File: src/design/sqcf_pkg.sv
// ----------------------------------------------------------------------------
// sqcf_pkg
// Widths, constants and register codes of the square-root continued-fraction
// block.
// ----------------------------------------------------------------------------
`default_nettype none

package sqcf_pkg;

  localparam int RADICAND_BITS = 32;
  localparam int MAX_TERMS     = 64;
  localparam int TERM_W        = 17;
  localparam int IDX_W         = 6;
  localparam int LIMIT_W       = 7;
  localparam int ROOT_W        = RADICAND_BITS / 2;
  localparam int SQRT_STEPS    = ROOT_W;
  localparam int DIV_STEPS     = TERM_W;
  localparam int REM_W         = ROOT_W + 2;
  localparam int CAND_W        = REM_W + 2;
  localparam int CNT_W         = 5;
  localparam int PROD_W        = 2 * TERM_W;

  localparam int ADDR_W        = 3;
  localparam int DATA_W        = 32;
  localparam int REG_IDX_W     = ADDR_W - 2;

  localparam logic [LIMIT_W-1:0]   LIMIT_RESET = LIMIT_W'(MAX_TERMS);
  localparam logic [LIMIT_W-1:0]   LIMIT_MIN   = LIMIT_W'(2);
  localparam logic [REG_IDX_W-1:0] REG_TERM_LIMIT = REG_IDX_W'(0);

endpackage

`default_nettype wire

File: src/design/sqrt_continued_fraction.sv
// ----------------------------------------------------------------------------
// sqrt_continued_fraction
// Expands the square root of an unsigned integer into the partial quotients
// of its continued fraction, one result per term.
// ----------------------------------------------------------------------------
// Usage:
//   A radicand is taken on the in_ channel (in_valid high, in_stall low). The
//   block first finds a0 = floor(sqrt N) bit by bit, then runs the integer
//   recurrence m = d*a - m, d = (N - m*m)/d, a = (a0 + m)/d, sending one term
//   per out_ transfer. The final transfer of an item has out_last set and
//   carries the period length and the closed flag. A perfect square gives a
//   single transfer with out_is_square set.
//   Sequence: the root is found in 16 steps and the first result is then
//   registered. For each further term the sequencer passes through the
//   multiply, subtract, square and numerator states, using the shared
//   17x17 multiplier, then runs two 17-step restoring divisions on the
//   shared compare-subtract unit and registers the result. An item has at
//   most 64 terms. in_stall stays high until the last result of an item has
//   been moved into the output register. A stalled receiver holds the
//   output register and the sequencer waits before the next term is
//   registered. Reset returns to idle, drops out_valid and sets term_limit
//   to 64. term_limit is written over the APB port at byte address 0, and
//   the user must write it only while the block is idle; nothing enforces it.
`default_nettype none

module sqrt_continued_fraction (
  input  wire logic                               clk,
  input  wire logic                               rst_n,
  // input channel
  input  wire logic                               in_valid,
  output logic                                    in_stall,
  input  wire logic [sqcf_pkg::RADICAND_BITS-1:0] in_radicand,
  // result channel
  output logic                                    out_valid,
  input  wire logic                               out_stall,
  output logic [sqcf_pkg::TERM_W-1:0]             out_term,
  output logic [sqcf_pkg::IDX_W-1:0]              out_term_index,
  output logic [sqcf_pkg::IDX_W-1:0]              out_period_length,
  output logic                                    out_is_square,
  output logic                                    out_period_closed,
  output logic                                    out_last,
  // configuration port
  input  wire logic                               psel,
  input  wire logic                               penable,
  input  wire logic                               pwrite,
  input  wire logic [sqcf_pkg::ADDR_W-1:0]        paddr,
  input  wire logic [sqcf_pkg::DATA_W-1:0]        pwdata,
  output logic [sqcf_pkg::DATA_W-1:0]             prdata,
  output logic                                    pready
);
  import sqcf_pkg::*;

  typedef enum logic [8:0] {
    S_IDLE  = 9'b000000001,
    S_SQRT  = 9'b000000010,
    S_EMIT  = 9'b000000100,
    S_MULA  = 9'b000001000,
    S_MSUB  = 9'b000010000,
    S_MSQ   = 9'b000100000,
    S_DPREP = 9'b001000000,
    S_DIV1  = 9'b010000000,
    S_DIV2  = 9'b100000000
  } state_t;

  state_t                    state_r, state_nxt;
  logic [LIMIT_W-1:0]        term_limit_r, term_limit_nxt;

  logic [RADICAND_BITS-1:0]  rad_r, rad_nxt;
  logic [RADICAND_BITS-1:0]  sh_r, sh_nxt;
  logic [REM_W-1:0]          rem_r, rem_nxt;
  logic [TERM_W-1:0]         q_r, q_nxt;
  logic [CNT_W-1:0]          cnt_r, cnt_nxt;
  logic [ROOT_W-1:0]         a0_r, a0_nxt;
  logic [TERM_W-1:0]         a_r, a_nxt;
  logic [TERM_W-1:0]         m_r, m_nxt;
  logic [TERM_W-1:0]         d_r, d_nxt;
  logic [PROD_W-1:0]         prod_r, prod_nxt;
  logic [IDX_W-1:0]          k_r, k_nxt;
  logic [IDX_W-1:0]          lim_m1_r, lim_m1_nxt;
  logic                      sq_r, sq_nxt;
  logic                      last_r, last_nxt;
  logic                      closed_r, closed_nxt;

  logic                      out_valid_r, out_valid_nxt;
  logic [TERM_W-1:0]         out_term_r, out_term_nxt;
  logic [IDX_W-1:0]          out_idx_r, out_idx_nxt;
  logic [IDX_W-1:0]          out_per_r, out_per_nxt;
  logic                      out_sq_r, out_sq_nxt;
  logic                      out_closed_r, out_closed_nxt;
  logic                      out_last_r, out_last_nxt;

  // shared compare-subtract unit
  logic [CAND_W-1:0]         cand;
  logic [CAND_W-1:0]         opb;
  logic [CAND_W:0]           diff;
  logic                      ge;
  logic [REM_W-1:0]          rem_step;
  logic [TERM_W-1:0]         q_step;

  // shared multiplier
  logic [TERM_W-1:0]         mul_a, mul_b;

  logic                      in_xfer;
  logic                      out_free;
  logic                      cfg_wr;
  logic [REG_IDX_W-1:0]      reg_idx;
  logic [LIMIT_W-1:0]        lim;
  logic [RADICAND_BITS-1:0]  num1, num2;
  logic [TERM_W-1:0]         d_new;
  logic [TERM_W-1:0]         a0_plus_m;
  logic [IDX_W-1:0]          k_inc;
  logic                      close_hit;

  assign in_stall = (state_r != S_IDLE);
  assign in_xfer  = in_valid && !in_stall;
  assign out_free = !out_valid_r || !out_stall;

  // Configuration port
  assign pready  = 1'b1;
  assign reg_idx = paddr[ADDR_W-1:2];
  assign cfg_wr  = psel && penable && pwrite && pready;

  always_comb begin
    term_limit_nxt = term_limit_r;
    if (cfg_wr && reg_idx == REG_TERM_LIMIT) begin
      term_limit_nxt = pwdata[LIMIT_W-1:0];
    end
  end

  always_comb begin
    prdata = '0;
    if (reg_idx == REG_TERM_LIMIT) begin
      prdata = DATA_W'(term_limit_r);
    end
  end

  // The root step shifts in two radicand bits and tries (root << 2) | 1;
  // the division step shifts in one numerator bit and tries the divisor.
  always_comb begin
    if (state_r == S_SQRT) begin
      cand = {rem_r, sh_r[RADICAND_BITS-1 -: 2]};
      opb  = CAND_W'({q_r[ROOT_W-1:0], 2'b01});
    end else begin
      cand = {1'b0, rem_r, sh_r[RADICAND_BITS-1]};
      opb  = CAND_W'(d_r);
    end
    diff     = {1'b0, cand} - {1'b0, opb};
    ge       = !diff[CAND_W];
    rem_step = ge ? diff[REM_W-1:0] : cand[REM_W-1:0];
    q_step   = {q_r[TERM_W-2:0], ge};
  end

  assign mul_a = (state_r == S_MSQ) ? m_r : d_r;
  assign mul_b = (state_r == S_MSQ) ? m_r : a_r;

  // Clamp the limit to the supported range when an item is taken.
  always_comb begin
    if (term_limit_r < LIMIT_MIN) begin
      lim = LIMIT_MIN;
    end else if (term_limit_r > LIMIT_RESET) begin
      lim = LIMIT_RESET;
    end else begin
      lim = term_limit_r;
    end
  end

  assign num1      = rad_r - prod_r[RADICAND_BITS-1:0];
  assign d_new     = (q_step == '0) ? TERM_W'(1) : q_step;
  assign a0_plus_m = TERM_W'(a0_r) + m_r;
  assign num2      = RADICAND_BITS'(a0_plus_m);
  assign k_inc     = k_r + IDX_W'(1);
  assign close_hit = (q_step == {a0_r, 1'b0}) && (d_r == TERM_W'(1));

  always_comb begin
    state_nxt      = state_r;
    rad_nxt        = rad_r;
    sh_nxt         = sh_r;
    rem_nxt        = rem_r;
    q_nxt          = q_r;
    cnt_nxt        = cnt_r;
    a0_nxt         = a0_r;
    a_nxt          = a_r;
    m_nxt          = m_r;
    d_nxt          = d_r;
    prod_nxt       = prod_r;
    k_nxt          = k_r;
    lim_m1_nxt     = lim_m1_r;
    sq_nxt         = sq_r;
    last_nxt       = last_r;
    closed_nxt     = closed_r;
    out_valid_nxt  = out_valid_r && out_stall;
    out_term_nxt   = out_term_r;
    out_idx_nxt    = out_idx_r;
    out_per_nxt    = out_per_r;
    out_sq_nxt     = out_sq_r;
    out_closed_nxt = out_closed_r;
    out_last_nxt   = out_last_r;

    case (state_r)
      S_IDLE: begin
        if (in_xfer) begin
          rad_nxt    = in_radicand;
          sh_nxt     = in_radicand;
          rem_nxt    = '0;
          q_nxt      = '0;
          cnt_nxt    = '0;
          lim_m1_nxt = IDX_W'(lim - LIMIT_W'(1));
          state_nxt  = S_SQRT;
        end
      end
      S_SQRT: begin
        rem_nxt = rem_step;
        q_nxt   = q_step;
        sh_nxt  = sh_r << 2;
        cnt_nxt = cnt_r + CNT_W'(1);
        if (cnt_r == CNT_W'(SQRT_STEPS - 1)) begin
          a0_nxt     = q_step[ROOT_W-1:0];
          a_nxt      = TERM_W'(q_step[ROOT_W-1:0]);
          m_nxt      = '0;
          d_nxt      = TERM_W'(1);
          k_nxt      = '0;
          sq_nxt     = (rem_step == '0);
          last_nxt   = (rem_step == '0);
          closed_nxt = 1'b0;
          state_nxt  = S_EMIT;
        end
      end
      S_EMIT: begin
        if (out_free) begin
          out_valid_nxt  = 1'b1;
          out_term_nxt   = a_r;
          out_idx_nxt    = k_r;
          out_per_nxt    = last_r ? k_r : '0;
          out_sq_nxt     = sq_r;
          out_closed_nxt = closed_r;
          out_last_nxt   = last_r;
          state_nxt      = last_r ? S_IDLE : S_MULA;
        end
      end
      S_MULA: begin
        prod_nxt  = mul_a * mul_b;
        state_nxt = S_MSUB;
      end
      S_MSUB: begin
        m_nxt     = prod_r[TERM_W-1:0] - m_r;
        state_nxt = S_MSQ;
      end
      S_MSQ: begin
        prod_nxt  = mul_a * mul_b;
        state_nxt = S_DPREP;
      end
      S_DPREP: begin
        // The quotient fits in 17 bits, so the top bits start as remainder.
        rem_nxt   = REM_W'(num1 >> DIV_STEPS);
        sh_nxt    = num1 << (RADICAND_BITS - DIV_STEPS);
        q_nxt     = '0;
        cnt_nxt   = '0;
        state_nxt = S_DIV1;
      end
      S_DIV1: begin
        rem_nxt = rem_step;
        q_nxt   = q_step;
        sh_nxt  = sh_r << 1;
        cnt_nxt = cnt_r + CNT_W'(1);
        if (cnt_r == CNT_W'(DIV_STEPS - 1)) begin
          d_nxt     = d_new;
          rem_nxt   = REM_W'(num2 >> DIV_STEPS);
          sh_nxt    = num2 << (RADICAND_BITS - DIV_STEPS);
          q_nxt     = '0;
          cnt_nxt   = '0;
          state_nxt = S_DIV2;
        end
      end
      S_DIV2: begin
        rem_nxt = rem_step;
        q_nxt   = q_step;
        sh_nxt  = sh_r << 1;
        cnt_nxt = cnt_r + CNT_W'(1);
        if (cnt_r == CNT_W'(DIV_STEPS - 1)) begin
          a_nxt      = q_step;
          k_nxt      = k_inc;
          closed_nxt = close_hit;
          last_nxt   = close_hit || (k_inc == lim_m1_r);
          state_nxt  = S_EMIT;
        end
      end
      default: begin
        state_nxt = S_IDLE;
      end
    endcase
  end

  always_ff @(posedge clk) begin
    if (!rst_n) begin
      state_r      <= S_IDLE;
      term_limit_r <= LIMIT_RESET;
      out_valid_r  <= 1'b0;
    end else begin
      state_r      <= state_nxt;
      term_limit_r <= term_limit_nxt;
      out_valid_r  <= out_valid_nxt;
    end
  end

  always_ff @(posedge clk) begin
    rad_r        <= rad_nxt;
    sh_r         <= sh_nxt;
    rem_r        <= rem_nxt;
    q_r          <= q_nxt;
    cnt_r        <= cnt_nxt;
    a0_r         <= a0_nxt;
    a_r          <= a_nxt;
    m_r          <= m_nxt;
    d_r          <= d_nxt;
    prod_r       <= prod_nxt;
    k_r          <= k_nxt;
    lim_m1_r     <= lim_m1_nxt;
    sq_r         <= sq_nxt;
    last_r       <= last_nxt;
    closed_r     <= closed_nxt;
    out_term_r   <= out_term_nxt;
    out_idx_r    <= out_idx_nxt;
    out_per_r    <= out_per_nxt;
    out_sq_r     <= out_sq_nxt;
    out_closed_r <= out_closed_nxt;
    out_last_r   <= out_last_nxt;
  end

  assign out_valid         = out_valid_r;
  assign out_term          = out_term_r;
  assign out_term_index    = out_idx_r;
  assign out_period_length = out_per_r;
  assign out_is_square     = out_sq_r;
  assign out_period_closed = out_closed_r;
  assign out_last          = out_last_r;

endmodule

`default_nettype wire

File: config.mk
export PLATFORM = sky130hd
export DESIGN_NAME = sqrt_continued_fraction
export DESIGN_NICKNAME = d
export VERILOG_FILES = /design/src/design/sqcf_pkg.sv /design/src/design/sqrt_continued_fraction.sv
export SDC_FILE = /design/constraint.sdc
export NUM_CORES = 1
export LEC_CHECK = 0
export BUFFER_PORTS_ARGS = -buffer_cell sky130_fd_sc_hd__buf_2
export CAP_MARGIN = 10
export CORE_AREA = 2 2 237 356
export CTS_CLUSTER_DIAMETER = 80
export DETAILED_ROUTE_END_ITERATION = 10
export DIE_AREA = 0 0 239 358
export GPL_TIMING_DRIVEN = 0
export PLACE_DENSITY = 0.46
export SLEW_MARGIN = 25
export SYNTH_ARGS = -nofsm -noshare
export SYNTH_HDL_FRONTEND = slang
export SYNTH_SLANG_ARGS = --single-unit
File: constraint.sdc
create_clock -name clk -period 9.42 [get_ports clk]
set_clock_uncertainty 0.2 [all_clocks]
set_input_delay 0.471 -clock clk [delete_from_list [all_inputs] [get_ports clk]]
set_output_delay 0.471 -clock clk [all_outputs]
set_load 0.01 [all_outputs]
==> results by group <==
Yosys
  • Post-synth top flop: edfxtp_1
  • Cell area after synthesis: 24,500 um2
  • Post-synth cell types: 79
  • Synth Warn #: 0
  • Async SR Flop Fraction: 0%
  • Mapped Cells: 2,579
  • Register area share after synthesis: 31.9%
  • Synth Register Bits: 266
  • Post-synth EDFFs: 249
  • Syn Area/Cell: 9.50 um2

Critical path
  • Worst Path Arrival: 9100 ps
  • Worst path depth: 27
  • Most frequent CP cell: fa_1
  • Critical Path Sink Type: register
  • CP max stage delay: 570 ps
  • Slowest CP cell: fa_1
  • CP top delay family: adder cells
  • Register-to-Register Path Depth: 27
  • Startpoint Class: register
  • Sum of buffers and inverters on the critical path: 5
  • FF-to-FF Start: state_r[8]
  • Crit path max fanout: 12
  • Worst endpoint required time: 9590 ps
  • Capturing point of the worst reg2reg path: prod_r[31]
  • Reg2Reg Setup Slack: 480 ps
  • Crit path kind: reg -> reg

Route
  • Drt drc: 0
  • WL/cell: ~21 um
  • Top Layer Used: met4
  • Metal3 WL: 3070 um
  • DRT Wirelength: 81,900 um
  • Antenna viol nets, final: 0
  • Vias per inst: 5.01
  • Met2 wire len: 43,400 um
  • Post-Route M1 WL: 31,000 um
  • DRT Pass-1 Iters: 6
  • Via Count: 19,229
  • 1st-iter DRT viols: roughly 1,300

Worst hold path
  • Worst Hold Launch: closed_r
  • Worst Hold Class: reg -> reg
  • Hold path depth: 0
  • WHS Endpoint: out_period_closed

Global routing
  • Initial antenna violation count: 0
  • Global router's overall resource usage: 19.1%
  • Pin count of the biggest net entering global routing: 25
  • First-pass GRT wire length: 123,000 um
  • Vias in the first global route: between 20,000 and 25,000
  • Remaining Overflow, GRT: 0

Final layout
  • Multi-input gate area: 15,000 um2
  • Fraction of layout cells with a size suffix above 1: under 10%
  • Area Overhead vs Synth: 14.3%
  • Cell area after layout: 28,000 um2
  • ANT cells: 0
  • Fillcell total: 8,458
  • FF/Latch Area: 7820 um2
  • Total Nets Final: 3,251

Clock tree
  • Max Root-Sink Buffers: 3
  • Clock Sinks: 266
  • Clk slew on worst S/H paths: ~70 ps
  • Clk_lat worst skew: 630 ps
  • CTS Buf Count: 30
  • H-tree depth reported by CTS: 1
  • CTS tree: yes
  • Root Buffer Master: clkbuf_16

Place
  • Dpl cell area: 26,600 um2
  • Port buffer count: 87
  • GPL Wtd Cong: a little over 0.9
  • Detail Placement HPWL: 68,300 um

Run status
  • Status: completed

Floorplan
  • Die area: 85,600 um2
  • Core area: 82,300 um2
  • I/O Pins: 141
  • Die width: 239 um
  • Cell Rows: 129
  • Initial Util: 29.8%
  • Die Y: 358 um

Timing
  • Slew Limit Fails: 0
  • FMAX: 112 MHz
  • Final min period: 8940 ps
  • Crit share post-route: 94.9%
  • Final setup viols: 0
  • Worst Max-Slew Pin Slew: 1050 ps
  • Final hold viol count: 0
  • Max-slew headroom: 29.5%
  • Worst hold slack: 218 ps
  • RSZ-0062 raised after global routing: no

Flow run
  • MaxCap Viol Count: 0
[per-layer routing]
layer | track usage, % | vias up
met5 | 0 | -
li1 | - | 8909
met3 | 1.29 | 163
met4 | 9.45 | 0
met2 | 36.9 | 587
met1 | 21.0 | 9570
[worst reg2reg max path: cells and delay by family (launching register included)]
family	cells	cell delay [ps]
adders and majority gates	7	3380
and+or+nand+nor	7	2200
AOI/OAI and AO/OA	7	1460
buffers and inverters	5	950
DFF	1	380
xor gates and xnor gates	1	110
[placed cells by master (no fill, tap or decap), drive strengths merged, types with 16 or more instances in the layout]
| master | instances |
|---|---|
| nand2 | 380 |
| inv | 364 |
| nor2 | 253 |
| edfxtp | 249 |
| fa | 227 |
| ha | 183 |
| buf | 133 |
| clkbuf | 103 |
| a21oi | 90 |
| xnor2 | 70 |
| and2 | 69 |
| o21ai | 62 |
| xor2 | 48 |
| nor2b | 43 |
| dlygate4sd3 | 42 |
| nor3 | 42 |
| a21o | 31 |
| nand3 | 30 |
| mux2i | 29 |
| conb | 26 |
| a31oi | 24 |
| o21a | 21 |
| nor4 | 19 |
| dfxtp | 17 |
| a22oi | 16 |
[per-stage QoR]
stage / setup slack, ps / setup TNS, ps / utilization [%] / std cells
6_report: 484 / 0 / 34.0 / 3838
5_1_grt: 36.7 / 0 / 34.0 / 3838
4_1_cts: 11.6 / 0 / 34.0 / 3842
3_5_place_dp: -329 / -422 / 32.3 / 3748
3_3_place_gp: -371 / -521 / 32.0 / 3738
2_1_floorplan: 1920 / 0 / - / 2603
[worst max path at each step]
stage	endpoint	start	slack, ps
6_report	prod_r[31]	state_r[8]	480
5_1_grt	prod_r[31]	state_r[8]	40
4_1_cts	prod_r[31]	state_r[8]	10
3_5_place_dp	prod_r[31]	state_r[8]	-330
3_3_place_gp	prod_r[31]	state_r[8]	-370
2_1_floorplan	prod_r[31]	state_r[8]	1920
[cells in the mapped netlist (15+ instances only)]
| library cell | instances | share of area (%) |
|---|---|---|
| nand2_1 | 380 | 5.8 |
| inv_1 | 362 | 5.5 |
| nor2_1 | 253 | 3.9 |
| edfxtp_1 | 249 | 31 |
| fa_1 | 227 | 19 |
| ha_1 | 183 | 9.3 |
| a21oi_1 | 88 | 1.8 |
| clkbuf_1 | 77 | 1.2 |
| xnor2_1 | 70 | 2.5 |
| and2_1 | 69 | 1.8 |
| o21ai_0 | 60 | 1.2 |
| xor2_1 | 48 | 1.7 |
| nor2b_1 | 43 | 1.1 |
| nor3_1 | 42 | 0.86 |
| a21o_1 | 31 | 0.95 |
| nand3_1 | 30 | 0.61 |
| mux2i_1 | 29 | 1.2 |
| buf_4 | 26 | 0.80 |
| a31oi_1 | 23 | 0.59 |
| o21a_1 | 21 | 0.64 |
| dfxtp_1 | 17 | 1.4 |
| nor4_1 | 17 | 0.43 |
| a22oi_1 | 16 | 0.49 |
| o22ai_1 | 15 | 0.38 |
[cell families (layout without fill, tap and decap cells)]
kind of cell	Yosys count	after routing	synth area share, %
AOI/OAI and AO/OA	373	373	10.3
xor gates and xnor gates	118	118	4.22
adders and majority gates	410	410	27.9
buffers and inverters	475	662	7.72
DFF	266	266	31.9
muxes	31	31	1.28
other	2	26	0.0306
and+or+nand+nor	904	904	16.7
[registers in the layout, summed over array words and instances (netlist names), 6 cells and up]
register,cells
a0_r,16
a_r,17
d_r,17
k_r,6
lim_m1_r,6
m_r,17
out_period_length,6
out_term,17
out_term_index,6
prod_r,32
q_r,16
rad_r,32
rem_r,18
sh_r,32
state_r,9
term_limit_r,7
[cell type report]
type,instances,share of cell area [%]
tap,1048,4.68
inverter,363,4.86
timing repair buffer,140,3.81
multi-input combinational,1862,53.4
clock buffer,34,2.77
sequential,266,27.9
clock inverter,21,0.728
buffer,104,1.80
[timing repair]
item,4_1_cts,5_1_grt
setup buffers,0,1
pin swaps,0,1
hold endpoints to repair,59,0
setup endpoints to repair,2,6
resized for setup,1,11
hold buffers,42,0
Power is not shown: default switching activity piles up to over one toggle a cycle in this logic, so the estimate is an artifact.
